--- src/design/sfc_pkg.sv ---
//------------------------------------------------------------------------------
// sfc_pkg
// Types, constants and tables shared by the slope feedforward current block.
//------------------------------------------------------------------------------
`default_nettype none
package sfc_pkg;
  localparam int unsigned Wheels      = 4;
  localparam int unsigned CordicSteps = 16;
  localparam int unsigned TableLen    = 24;
  localparam int unsigned CfgIdxW     = 3;
  localparam int unsigned CfgDataW    = 16;

  localparam logic [CfgIdxW-1:0] RegTorqueGain   = 3'd0;
  localparam logic [CfgIdxW-1:0] RegRearShift    = 3'd1;
  localparam logic [CfgIdxW-1:0] RegRollingCoeff = 3'd2;
  localparam logic [CfgIdxW-1:0] RegStepLimit    = 3'd3;
  localparam logic [CfgIdxW-1:0] RegSlopeThresh  = 3'd4;
  localparam logic [CfgIdxW-1:0] RegLowSpdThresh = 3'd5;
  localparam logic [CfgIdxW-1:0] RegLowSpdRatio  = 3'd6;
  localparam logic [CfgIdxW-1:0] RegMaxComp      = 3'd7;

  localparam logic signed [35:0] PiQ30     = 36'sd3373259426;
  localparam logic signed [35:0] HalfPiQ30 = 36'sd1686629713;
  localparam logic signed [35:0] GainQ30   = 36'sd652032874;
  localparam logic [35:0]        CosEpsQ30 = 36'd1073742;
  localparam logic [19:0]        TanCapQ16 = 20'd655360;

  typedef enum logic [3:0] {
    ST_IDLE, ST_CORDIC, ST_POST, ST_DIV, ST_MODE,
    ST_WHEEL, ST_OUT
  } state_e;

  typedef struct packed {
    logic [14:0]        torque_gain;
    logic [14:0]        rear_shift;
    logic [14:0]        rolling_coeff;
    logic [14:0]        step_limit;
    logic signed [15:0] pitch_sin_floor;
    logic [14:0]        low_speed_threshold;
    logic [15:0]        slow_gain;
    logic [14:0]        comp_limit;
  } cfg_t;

  localparam cfg_t CfgReset = '{
    torque_gain: 15'd0, rear_shift: 15'd0, rolling_coeff: 15'd0, step_limit: 15'd0,
    pitch_sin_floor: 16'sd32767, low_speed_threshold: 15'd0, slow_gain: 16'd4096,
    comp_limit: 15'd0
  };

  // controller -> datapath
  typedef struct packed {
    logic load;
    logic cordic_step;
    logic post;
    logic div_step;
    logic mode;
    logic wheel_step;
  } cmd_t;

  // datapath -> controller
  typedef struct packed {
    logic cordic_done;
    logic div_done;
    logic wheel_done;
  } status_t;

  function automatic logic signed [35:0] atan_q30(input logic [4:0] i);
    logic signed [35:0] r;
    case (i)
      5'd0: r = 36'sd843314857;  5'd1: r = 36'sd497837829;
      5'd2: r = 36'sd263043837;  5'd3: r = 36'sd133525159;
      5'd4: r = 36'sd67021687;   5'd5: r = 36'sd33543516;
      5'd6: r = 36'sd16775851;   5'd7: r = 36'sd8388437;
      5'd8: r = 36'sd4194283;    5'd9: r = 36'sd2097149;
      default: r = 36'sd1 <<< (5'd30 - i);
    endcase
    return r;
  endfunction
endpackage
`default_nettype wire

--- src/design/sfc_ctrl.sv ---
//------------------------------------------------------------------------------
// sfc_ctrl
// Sequencer: load, CORDIC, tangent divide, per-wheel math, output hold.
//------------------------------------------------------------------------------
`default_nettype none
module sfc_ctrl (
  input  wire logic             clk_i,
  input  wire logic             rst_ni,
  input  wire logic             in_valid_i,
  output logic                  in_ready_o,
  output logic                  out_valid_o,
  input  wire logic             out_ready_i,
  output sfc_pkg::cmd_t         cmd_o,
  input  wire sfc_pkg::status_t sts_i
);
  sfc_pkg::state_e state_q, state_d;

  always_ff @(posedge clk_i or negedge rst_ni) begin
    if (!rst_ni) state_q <= sfc_pkg::ST_IDLE;
    else         state_q <= state_d;
  end

  always_comb begin
    state_d = state_q;
    unique case (state_q)
      sfc_pkg::ST_IDLE:   if (in_valid_i) state_d = sfc_pkg::ST_CORDIC;
      sfc_pkg::ST_CORDIC: if (sts_i.cordic_done) state_d = sfc_pkg::ST_POST;
      sfc_pkg::ST_POST:   state_d = sfc_pkg::ST_DIV;
      sfc_pkg::ST_DIV:    if (sts_i.div_done) state_d = sfc_pkg::ST_MODE;
      sfc_pkg::ST_MODE:   state_d = sfc_pkg::ST_WHEEL;
      sfc_pkg::ST_WHEEL:  if (sts_i.wheel_done) state_d = sfc_pkg::ST_OUT;
      sfc_pkg::ST_OUT:    if (out_ready_i) state_d = sfc_pkg::ST_IDLE;
      default:            state_d = sfc_pkg::ST_IDLE;
    endcase
  end

  always_comb begin
    cmd_o       = '0;
    in_ready_o  = 1'b0;
    out_valid_o = 1'b0;
    unique case (state_q)
      // operands are captured on the input transfer itself
      sfc_pkg::ST_IDLE: begin
        in_ready_o = 1'b1;
        cmd_o.load = in_valid_i;
      end
      sfc_pkg::ST_CORDIC: cmd_o.cordic_step = 1'b1;
      sfc_pkg::ST_POST:   cmd_o.post = 1'b1;
      sfc_pkg::ST_DIV:    cmd_o.div_step = 1'b1;
      sfc_pkg::ST_MODE:   cmd_o.mode = 1'b1;
      sfc_pkg::ST_WHEEL:  cmd_o.wheel_step = 1'b1;
      sfc_pkg::ST_OUT:    out_valid_o = 1'b1;
      default: ;
    endcase
  end
endmodule
`default_nettype wire

--- config.mk ---
export PLATFORM = sky130hd
export DESIGN_NAME = sfc_ctrl
export DESIGN_NICKNAME = d
export VERILOG_FILES = /design/src/design/sfc_pkg.sv /design/src/design/sfc_ctrl.sv
export SDC_FILE = /design/constraint.sdc
export NUM_CORES = 1
export LEC_CHECK = 0
export ABC_AREA = 1
export BUFFER_PORTS_ARGS = -buffer_cell sky130_fd_sc_hd__clkbuf_2
export CAP_MARGIN = 20
export CORE_AREA = 3 3 40 42
export DETAILED_ROUTE_END_ITERATION = 6
export DIE_AREA = 0 0 43 45
export GPL_TIMING_DRIVEN = 0
export PLACE_DENSITY_LB_ADDON = 0.3
export RECOVER_POWER = 25
export SLEW_MARGIN = 0
export SYNTH_ARGS = -nofsm -noshare
export SYNTH_HDL_FRONTEND = slang
export SYNTH_SLANG_ARGS = --single-unit
--- constraint.sdc ---
create_clock -name clk_i -period 1.1 [get_ports clk_i]
set_clock_uncertainty 0.15 [all_clocks]
set_input_delay 0.165 -clock clk_i [delete_from_list [all_inputs] [get_ports clk_i]]
set_output_delay 0.165 -clock clk_i [all_outputs]
set_load 0.05 [all_outputs]
==> flow_results.org, run 1 <==
** Yosys
- For this run, the register share of the synthesized area comes to 25.3%.
- After synthesis the cells add up to 297 µm².
- Top-area cell type share of the netlist area :: 25.3%
- Counting distinct cell types in the post-synthesis netlist gives 14.
- Cell types with the largest area share after synthesis :: sky130_fd_sc_hd__dfrtp_1 25%, sky130_fd_sc_hd__nand2_1 16%, sky130_fd_sc_hd__inv_1 13%
- Total nets after synthesis :: 59
- The biggest area contributor in the post-synthesis netlist is sky130_fd_sc_hd__dfrtp_1.
- Synthesis produced 52 cells.
- For this run, the number of Yosys warnings is 0.
- After synthesis the netlist holds a flip-flop and latch count of 3.
- Synthesized area divided by synthesized cell count :: 5.70 µm²

** Die
- Die Span Y :: 45 µm
- Core area :: 1280 µm²
- The floorplan step defined a die boundary enclosing 1940 µm².
- Die W :: 43 µm
- In this run the count of I/O pins placed on the die edge is 15.
- For this configuration, the core starts out at a cell density of 23.1%.
- Row generation in the floorplan step produced 13 rows.

** Final layout
- The sequential cells in the finished layout cover a total of 77.6 µm².
- N_diodes :: 0
- In the final layout, the registers with the most flip-flops are state_q x3.
- In the final design database the tool counted 89 nets.
- Share of post-route cells with drive strength above 1 :: 64.2%
- Design area :: 691 µm²
- More flip-flops sit in one register than any other, and that register is state_q.
- Area Overhead vs Synth :: 133%
- Leaving out fill and tap cells, the most frequent cells in the layout are 10 x sky130_fd_sc_hd__nand2_1, 10 x sky130_fd_sc_hd__buf_4, 8 x sky130_fd_sc_hd__nor2_4, 8 x sky130_fd_sc_hd__inv_1.
- The multi-input combinational cells in the finished layout cover a total of 243 µm².
- After filler insertion, the fill cell instance count of the layout stands at 135.
- Flip-flop count of the largest register after layout :: 3

** Power and ir drop
- VDD sags by at most 0.00174 V.
- Pwr Total :: 2.34 mW
- In this run the power density over the cells is 3390 nW/µm².
- In this run the static leakage power is 0.368 nW.

** Timing
- RSZ-0062 raised after global routing :: true
- Setup slack after layout :: -0.385 ns
- Slew headroom :: 85.5%
- The final hold violation count came to 0.
- Setup violations remaining at the end of the flow were counted as 11.
- For the pin with the worst max-slew slack, the measured transition is 0.216 ns.
- After layout, the worst path uses 135% of the clock period.
- Final min period :: 1.48 ns
- Minimum hold slack :: 0.107 ns
- Final slew viol count :: 0
- Fmax achieved :: 673 MHz

** Clock tree
- H-tree depth :: 1
- Root buf cell :: sky130_fd_sc_hd__clkbuf_4
- Clock tree synthesis inserted a total of 3 buffers.
- After clock tree synthesis, the clock-pin slew on the worst setup and hold paths is 0.04 ns.
- TritonCTS built the clock tree.
- Sink Count :: 3
- At the later pin of the worst-skew pair, clock insertion delay measures 0.23 ns.
- CTS Buffer Depth :: 2

** Job
- Reported max-cap violation count :: 0

** Placement
- Area after DPL :: 433 µm²
- Port buffering added 14 buffers.
- Gpl congestion :: 0.807
- Once detailed placement completed, the half-perimeter wirelength came to 576 µm.

** Critical path
- STA classifies the critical path endpoint as a primary output.
- The slowest stage of the critical path belongs to the cell sky130_fd_sc_hd__dfrtp_2.
- Of all nets on the critical path, the largest fanout is 6.
- Worst path arrival time :: 1.17 ns
- On the worst path, the slowest cell contributes a delay of 0.46 ns.
- R2R setup slack :: -0.32 ns
- Kind of start point of the critical path :: register
- Cell family contributing the most delay on the critical path :: flip-flops
- The number of buffers and inverters on the critical path is 1.
- Series of cell instances along the critical path :: nor2_4 > nand2_4 > nor2_4 > buf_8
- Most prevalent standard cell on the critical path :: sky130_fd_sc_hd__nor2_4
- The worst setup path is of the register to primary output kind.
- STA puts the critical path data required time at 0.78 ns.

** Global route
- The first global-routing pass estimated 1590 µm of wire.
- After global routing the overflow that remains totals 0.
- For this run, the total global-route usage over all layers was measured as 11.2%.
- Via count of the first global-routing pass :: 383
- Number of antenna violations at the first check in global routing :: 0
- Entering global routing, the biggest net connects 9 pins.

** Routing
- Post-route ant nets :: 0
- The first TritonRoute pass finished after 4 iterations.
- Wires add up to 987 µm.
- Via total after detailed routing :: 419
- Number of DRC violations after detailed-routing iteration 0 :: 11
- Vias per inst :: 4.36
- Dividing the detail-routed wire length by the instance count gives 10.3 µm.
- After detailed routing, the number of remaining DRC violations is 0.

** Min path
- In this run the worst hold path is classified as input port to register.

** Run status
- The run finished, with violations left.
- The checks that failed: negative setup slack.
[final cells by class]
type | instances | share of cell area [%]
Timing Repair Buffer | 25 | 36.8
Tap cell | 15 | 2.72
Sequential cell | 3 | 11.2
Buffer | 1 | 1.63
Inverter | 13 | 8.70
Multi-Input combinational cell | 35 | 35.1
Clock buffer | 4 | 3.80
[cell usage after synthesis, drive strengths merged]
library cell   n
a21oi          1
nor2           9
nor3           1
buf            1
inv           13
nand4          1
nand3          4
nand2         18
o21ai          1
dfrtp          3
[cell families (layout without fill, tap and decap cells)]
family,Yosys count,after routing,synth area share [%]
AOI/OAI and AO/OA,2,2,3.37
buffers and inverters,14,43,19.0
DFF,3,3,25.3
and+or+nand+nor,33,33,52.3
[through the flow]
step | setup WS, ns | instances | utilization [%] | TNS, ns
3_3_place_gp | -0.337 | 81 | 33.7 | -2.90
4_1_cts | -0.394 | 91 | 49.8 | -3.59
3_5_place_dp | -0.358 | 81 | 33.7 | -2.87
6_report | -0.385 | 96 | 53.7 | -3.68
5_1_grt | -0.449 | 96 | 53.7 | -4.34
2_1_floorplan | -0.307 | 52 | - | -1.85
[routing by layer]
layer | global-route usage, % | vias up | share of wire (%)
met1 | 12.8 | 196 | 40
met4 | 7.23 | 0 | 0
met3 | 1.99 | 0 | 5.3
met2 | 19.2 | 12 | 55
met5 | 0 | - | 0
li1 | - | 211 | -
[worst register-to-register path, cell delays in order, from the launching register on]
cell and delay, ns:
sky130_fd_sc_hd__dfrtp_2 0.46, sky130_fd_sc_hd__buf_4 0.17, sky130_fd_sc_hd__nand2_2 0.08, sky130_fd_sc_hd__nor2_4 0.05
sky130_fd_sc_hd__nand2_2 0.07, sky130_fd_sc_hd__nand2_2 0.07, sky130_fd_sc_hd__nor2_4 0.12, sky130_fd_sc_hd__nand2_2 0.05
sky130_fd_sc_hd__nand2_1 0.05, sky130_fd_sc_hd__nand2_1 0.04
[power by group]
part / internal (mW) / total [mW] / switching (mW) / leakage (nW)
logic: 0.837 / 1.90 / 1.06 / 0.319
clock network: 0.136 / 0.189 / 0.0534 / 0.0150
registers: 0.172 / 0.256 / 0.0840 / 0.0345
[path summary, 6_finish.rpt]
path,startpoint,end,cells past startpoint
max,state_q[1]$_DFFE_PN0P_,cmd_o[5],4
min,out_ready_i,state_q[0]$_DFFE_PN0P_,5
max reg2reg,state_q[1]$_DFFE_PN0P_,state_q[1]$_DFFE_PN0P_,9
min reg2reg,state_q[1]$_DFFE_PN0P_,state_q[1]$_DFFE_PN0P_,2
max in group asynchronous,rst_ni,state_q[1]$_DFFE_PN0P_,2
min in group asynchronous,rst_ni,state_q[2]$_DFFE_PN0P_,2
[what timing repair did]
| item | in CTS | in global routing |
|---|---|---|
| pin swaps | 4 | 1 |
| hold buffers | 1 | 0 |
| buffers inserted | 5 | 5 |
| endpoints found under the setup margin | 11 | 11 |
| resized for setup | 30 | 8 |
| endpoints found under the hold margin | 3 | 0 |
(Power assumes the default switching activity.)
==> run 2, diff against run 1 <==
CTS_BUF_LIST = sky130_fd_sc_hd__clkbuf_2   (was default)
==> run 2 against run 1 <==
Compared with the run above: the run still ends with negative setup slack left; largest power group unchanged; via count shrank 3.6%; critical endpoint is now cmd_o[4]; largest cell class unchanged; register-to-register slack gained 0.02 ns; die area did not move.
==> flow_results.org, run 2 (same netlist as run 1, synthesis figures left out) <==
** Die
- The area of the die is 1940 µm² (unchanged).
- Count of boundary I/O pins :: 15 (unchanged)
- Die Span Y :: 45 µm (unchanged)
- The starting density of the core is 23.1% (unchanged).
- Cell Rows :: 13 (unchanged)
- Die W :: 43 µm (unchanged)
- The core area was 1280 µm² (unchanged).

** Timing
- The final-layout setup total negative slack was -3.51 ns (+0.163 ns).
- RSZ-0062 raised after global routing :: true
- The final number of max-transition violations came to 0 (unchanged).
- The final hold violation count was 0 (unchanged).
- The actual transition at the worst max-transition pin came to 0.217 ns (+0.000713 ns).
- Slew headroom :: 85.5% (about the same)
- Minimum hold slack :: 0.131 ns (+0.0234 ns)
- Final critical-path share of the clock period :: 133% (-1.6 points)
- The smallest setup slack after layout was -0.368 ns (+0.0173 ns).
- The minimum clock period after layout came to 1.47 ns (-0.0173 ns).
- The maximum operating frequency came to 681 MHz (+1.2%).
- Final setup violating endpoints :: 11 (unchanged)

** Final layout
- Leading cell type in the layout, fill and taps excluded :: sky130_fd_sc_hd__nand2_1
- Ranked by flip-flop count, first place goes to state_q.
- The library cells used most frequently in the layout, excluding fill and tap cells, are 10 x sky130_fd_sc_hd__nand2_1, 9 x sky130_fd_sc_hd__clkbuf_2, 8 x sky130_fd_sc_hd__nor2_4.
- The number of nets in the finished design was 87 (-2.2%).
- The final non-filler cell total is 94 (-2.1%).
- Relative to the synthesized area, the layout overhead comes to 129%.
- Flip-flop count of the largest register after layout :: 3 (unchanged)
- The largest registers in the layout are state_q x3.
- N_diodes :: 0 (unchanged)
- Share of post-route cells with drive strength above 1 :: 67.1% (+2.9 points)

** Routing
- The number of nets with antenna violations after routing came to 0 (unchanged).
- Length of the first detailed-routing pass in iterations :: 4 (unchanged)
- The total via count after detailed routing was 404 (-3.6%).
- Number of DRC violations after detailed-routing iteration 0 :: 7 (-4)
- The per-cell routed wire length is 9.68 µm (-5.8%).
- The final wirelength is 910 µm (-7.8%).
- The remaining routing DRC violations was 0 (unchanged).
- Vias per inst :: 4.30 (-1.5%)

** Clock tree
- The number of buffers created by CTS came to 3 (unchanged).
- The deepest level of the CTS H-tree was 1 (unchanged).
- The clock latency on the worst-skew pair is 0.20 ns (-0.03 ns).
- Sink Count :: 3 (unchanged)
- TritonCTS clock tree :: built
- The clock-pin slew on the worst setup and hold paths is 0.04 ns (about the same).
- Clock tree synthesis selected as its root buffer the cell sky130_fd_sc_hd__clkbuf_2.
- The buffer depth of the longest clock path is 2 (unchanged).

** Placement
- The final RePlAce weighted congestion is 0.807 (unchanged).
- The count of port buffers added during placement was 14 (unchanged).
- The half-perimeter wire length after placement came to 576 µm (unchanged).
- Post-placement cell count :: 81 (unchanged)

** Critical path
- The count of buffer and inverter cells on the critical path is 2 (+1).
- By startpoint and endpoint, the worst setup path is classified as register to primary output.
- The maximum single-stage delay on the critical path came to 0.48 ns (+0.02 ns).
- Worst path arrival time :: 1.15 ns (-0.02 ns)
- Required time of the worst setup path :: 0.78 ns (about the same)
- Kind of start point of the critical path :: register
- The worst setup path is captured at a primary output.
- Series of cell instances along the critical path :: inv_4 > nand2_2 > nor2_4 > buf_8
- The top fanout value on the critical path was 6 (unchanged).
- The slowest stage of the critical path belongs to the cell sky130_fd_sc_hd__dfrtp_2.
- On the critical path the largest part of the delay comes from flip-flops.

** Global route
- Overall global routing resource usage :: 10.6% (-0.58 points)
- Maximum number of pins on one net before global-route repair :: 9 (unchanged)
- The first-pass GRT wire length came to 1500 µm (-5.2%).
- Number of antenna violations at the first check in global routing :: 0 (unchanged)
- Total grt overflow :: 0 (unchanged)
- Via count of the first global-routing pass :: 368 (-3.9%)

** Power and ir drop
- The static leakage is 0.358 nW (-2.6%).
- Power per cell area :: 3330 nW/µm² (-1.9%)
- Worst voltage drop across the vdd grid :: 0.00170 V (-2.2%)

** Min path
- In this run the worst hold path is classified as input port to register.

** Run status
- Violations in the final reports :: negative setup slack
- The flow ran to the end, but the final reports show violations.

** Job
- The number of max-capacitance violations reported was 0 (unchanged).
run 2: area by class of cell:
type | count | area, µm²
Buffer | 1 | 11.3
Clock buffer | 4 | 20.0
Fill cell | 130 | 607
Inverter | 13 | 60.1
Multi-Input combinational cell | 35 | 248
Sequential cell | 3 | 77.6
Tap cell | 15 | 18.8
Timing Repair Buffer | 23 | 243
run 2: final timing paths:
kind,startpoint,to,slack (ns),cells past startpoint
worst max-delay path,state_q[1]$_DFFE_PN0P_,cmd_o[4],-0.37,4
worst min-delay path,out_ready_i,state_q[0]$_DFFE_PN0P_,0.13,5
worst max register to register,state_q[1]$_DFFE_PN0P_,state_q[0]$_DFFE_PN0P_,-0.30,7
worst min register to register,state_q[1]$_DFFE_PN0P_,state_q[1]$_DFFE_PN0P_,0.48,2
max in group asynchronous,rst_ni,state_q[1]$_DFFE_PN0P_,0.49,2
min in group asynchronous,rst_ni,state_q[2]$_DFFE_PN0P_,0.14,2
run 2: metal layers:
layer / global-route usage (%) / wire [µm]
met1: 13.0 / 390
met2: 16.8 / 452
met3: 1.99 / 53
met4: 7.23 / 13
met5: 0 / 0
run 2: through the flow:
| stage | power, mW | worst slack (ns) | instance area (µm²) | util [%] |
|---|---|---|---|---|
| after CTS | 2.08 | -0.366 | 633 | 49.3 |
| after detailed placement | 1.41 | -0.358 | 433 | 33.7 |
| after global placement | 1.41 | -0.337 | 433 | 33.7 |
| final | 2.26 | -0.368 | 678 | 52.8 |
| after global routing | 2.41 | -0.428 | 678 | 52.8 |
| after floorplan | 1.21 | -0.307 | 344 | - |
run 2: report_power, final:
part           total (mW)  internal [mW]  switching [mW]
combinational        1.84          0.802            1.04
clock               0.152         0.0959          0.0560
sequential          0.265          0.172          0.0935
run 2: timing repair:
action,4_1_cts,5_1_grt
resized for setup,30,11
endpoints found under the setup margin,11,11
hold endpoints to repair,3,0
buffers inserted,5,3
gates cloned,0,0
hold buffers,1,0
pin swaps,3,5
run 2: worst reg2reg max path: stages, from the launching register on:
cell and delay, ns:
sky130_fd_sc_hd__dfrtp_2 0.48, sky130_fd_sc_hd__inv_4 0.11, sky130_fd_sc_hd__buf_6 0.09, sky130_fd_sc_hd__nand4_1 0.12, sky130_fd_sc_hd__buf_4 0.17, sky130_fd_sc_hd__inv_2 0.03, sky130_fd_sc_hd__nor2_1 0.03, sky130_fd_sc_hd__a21oi_1 0.14
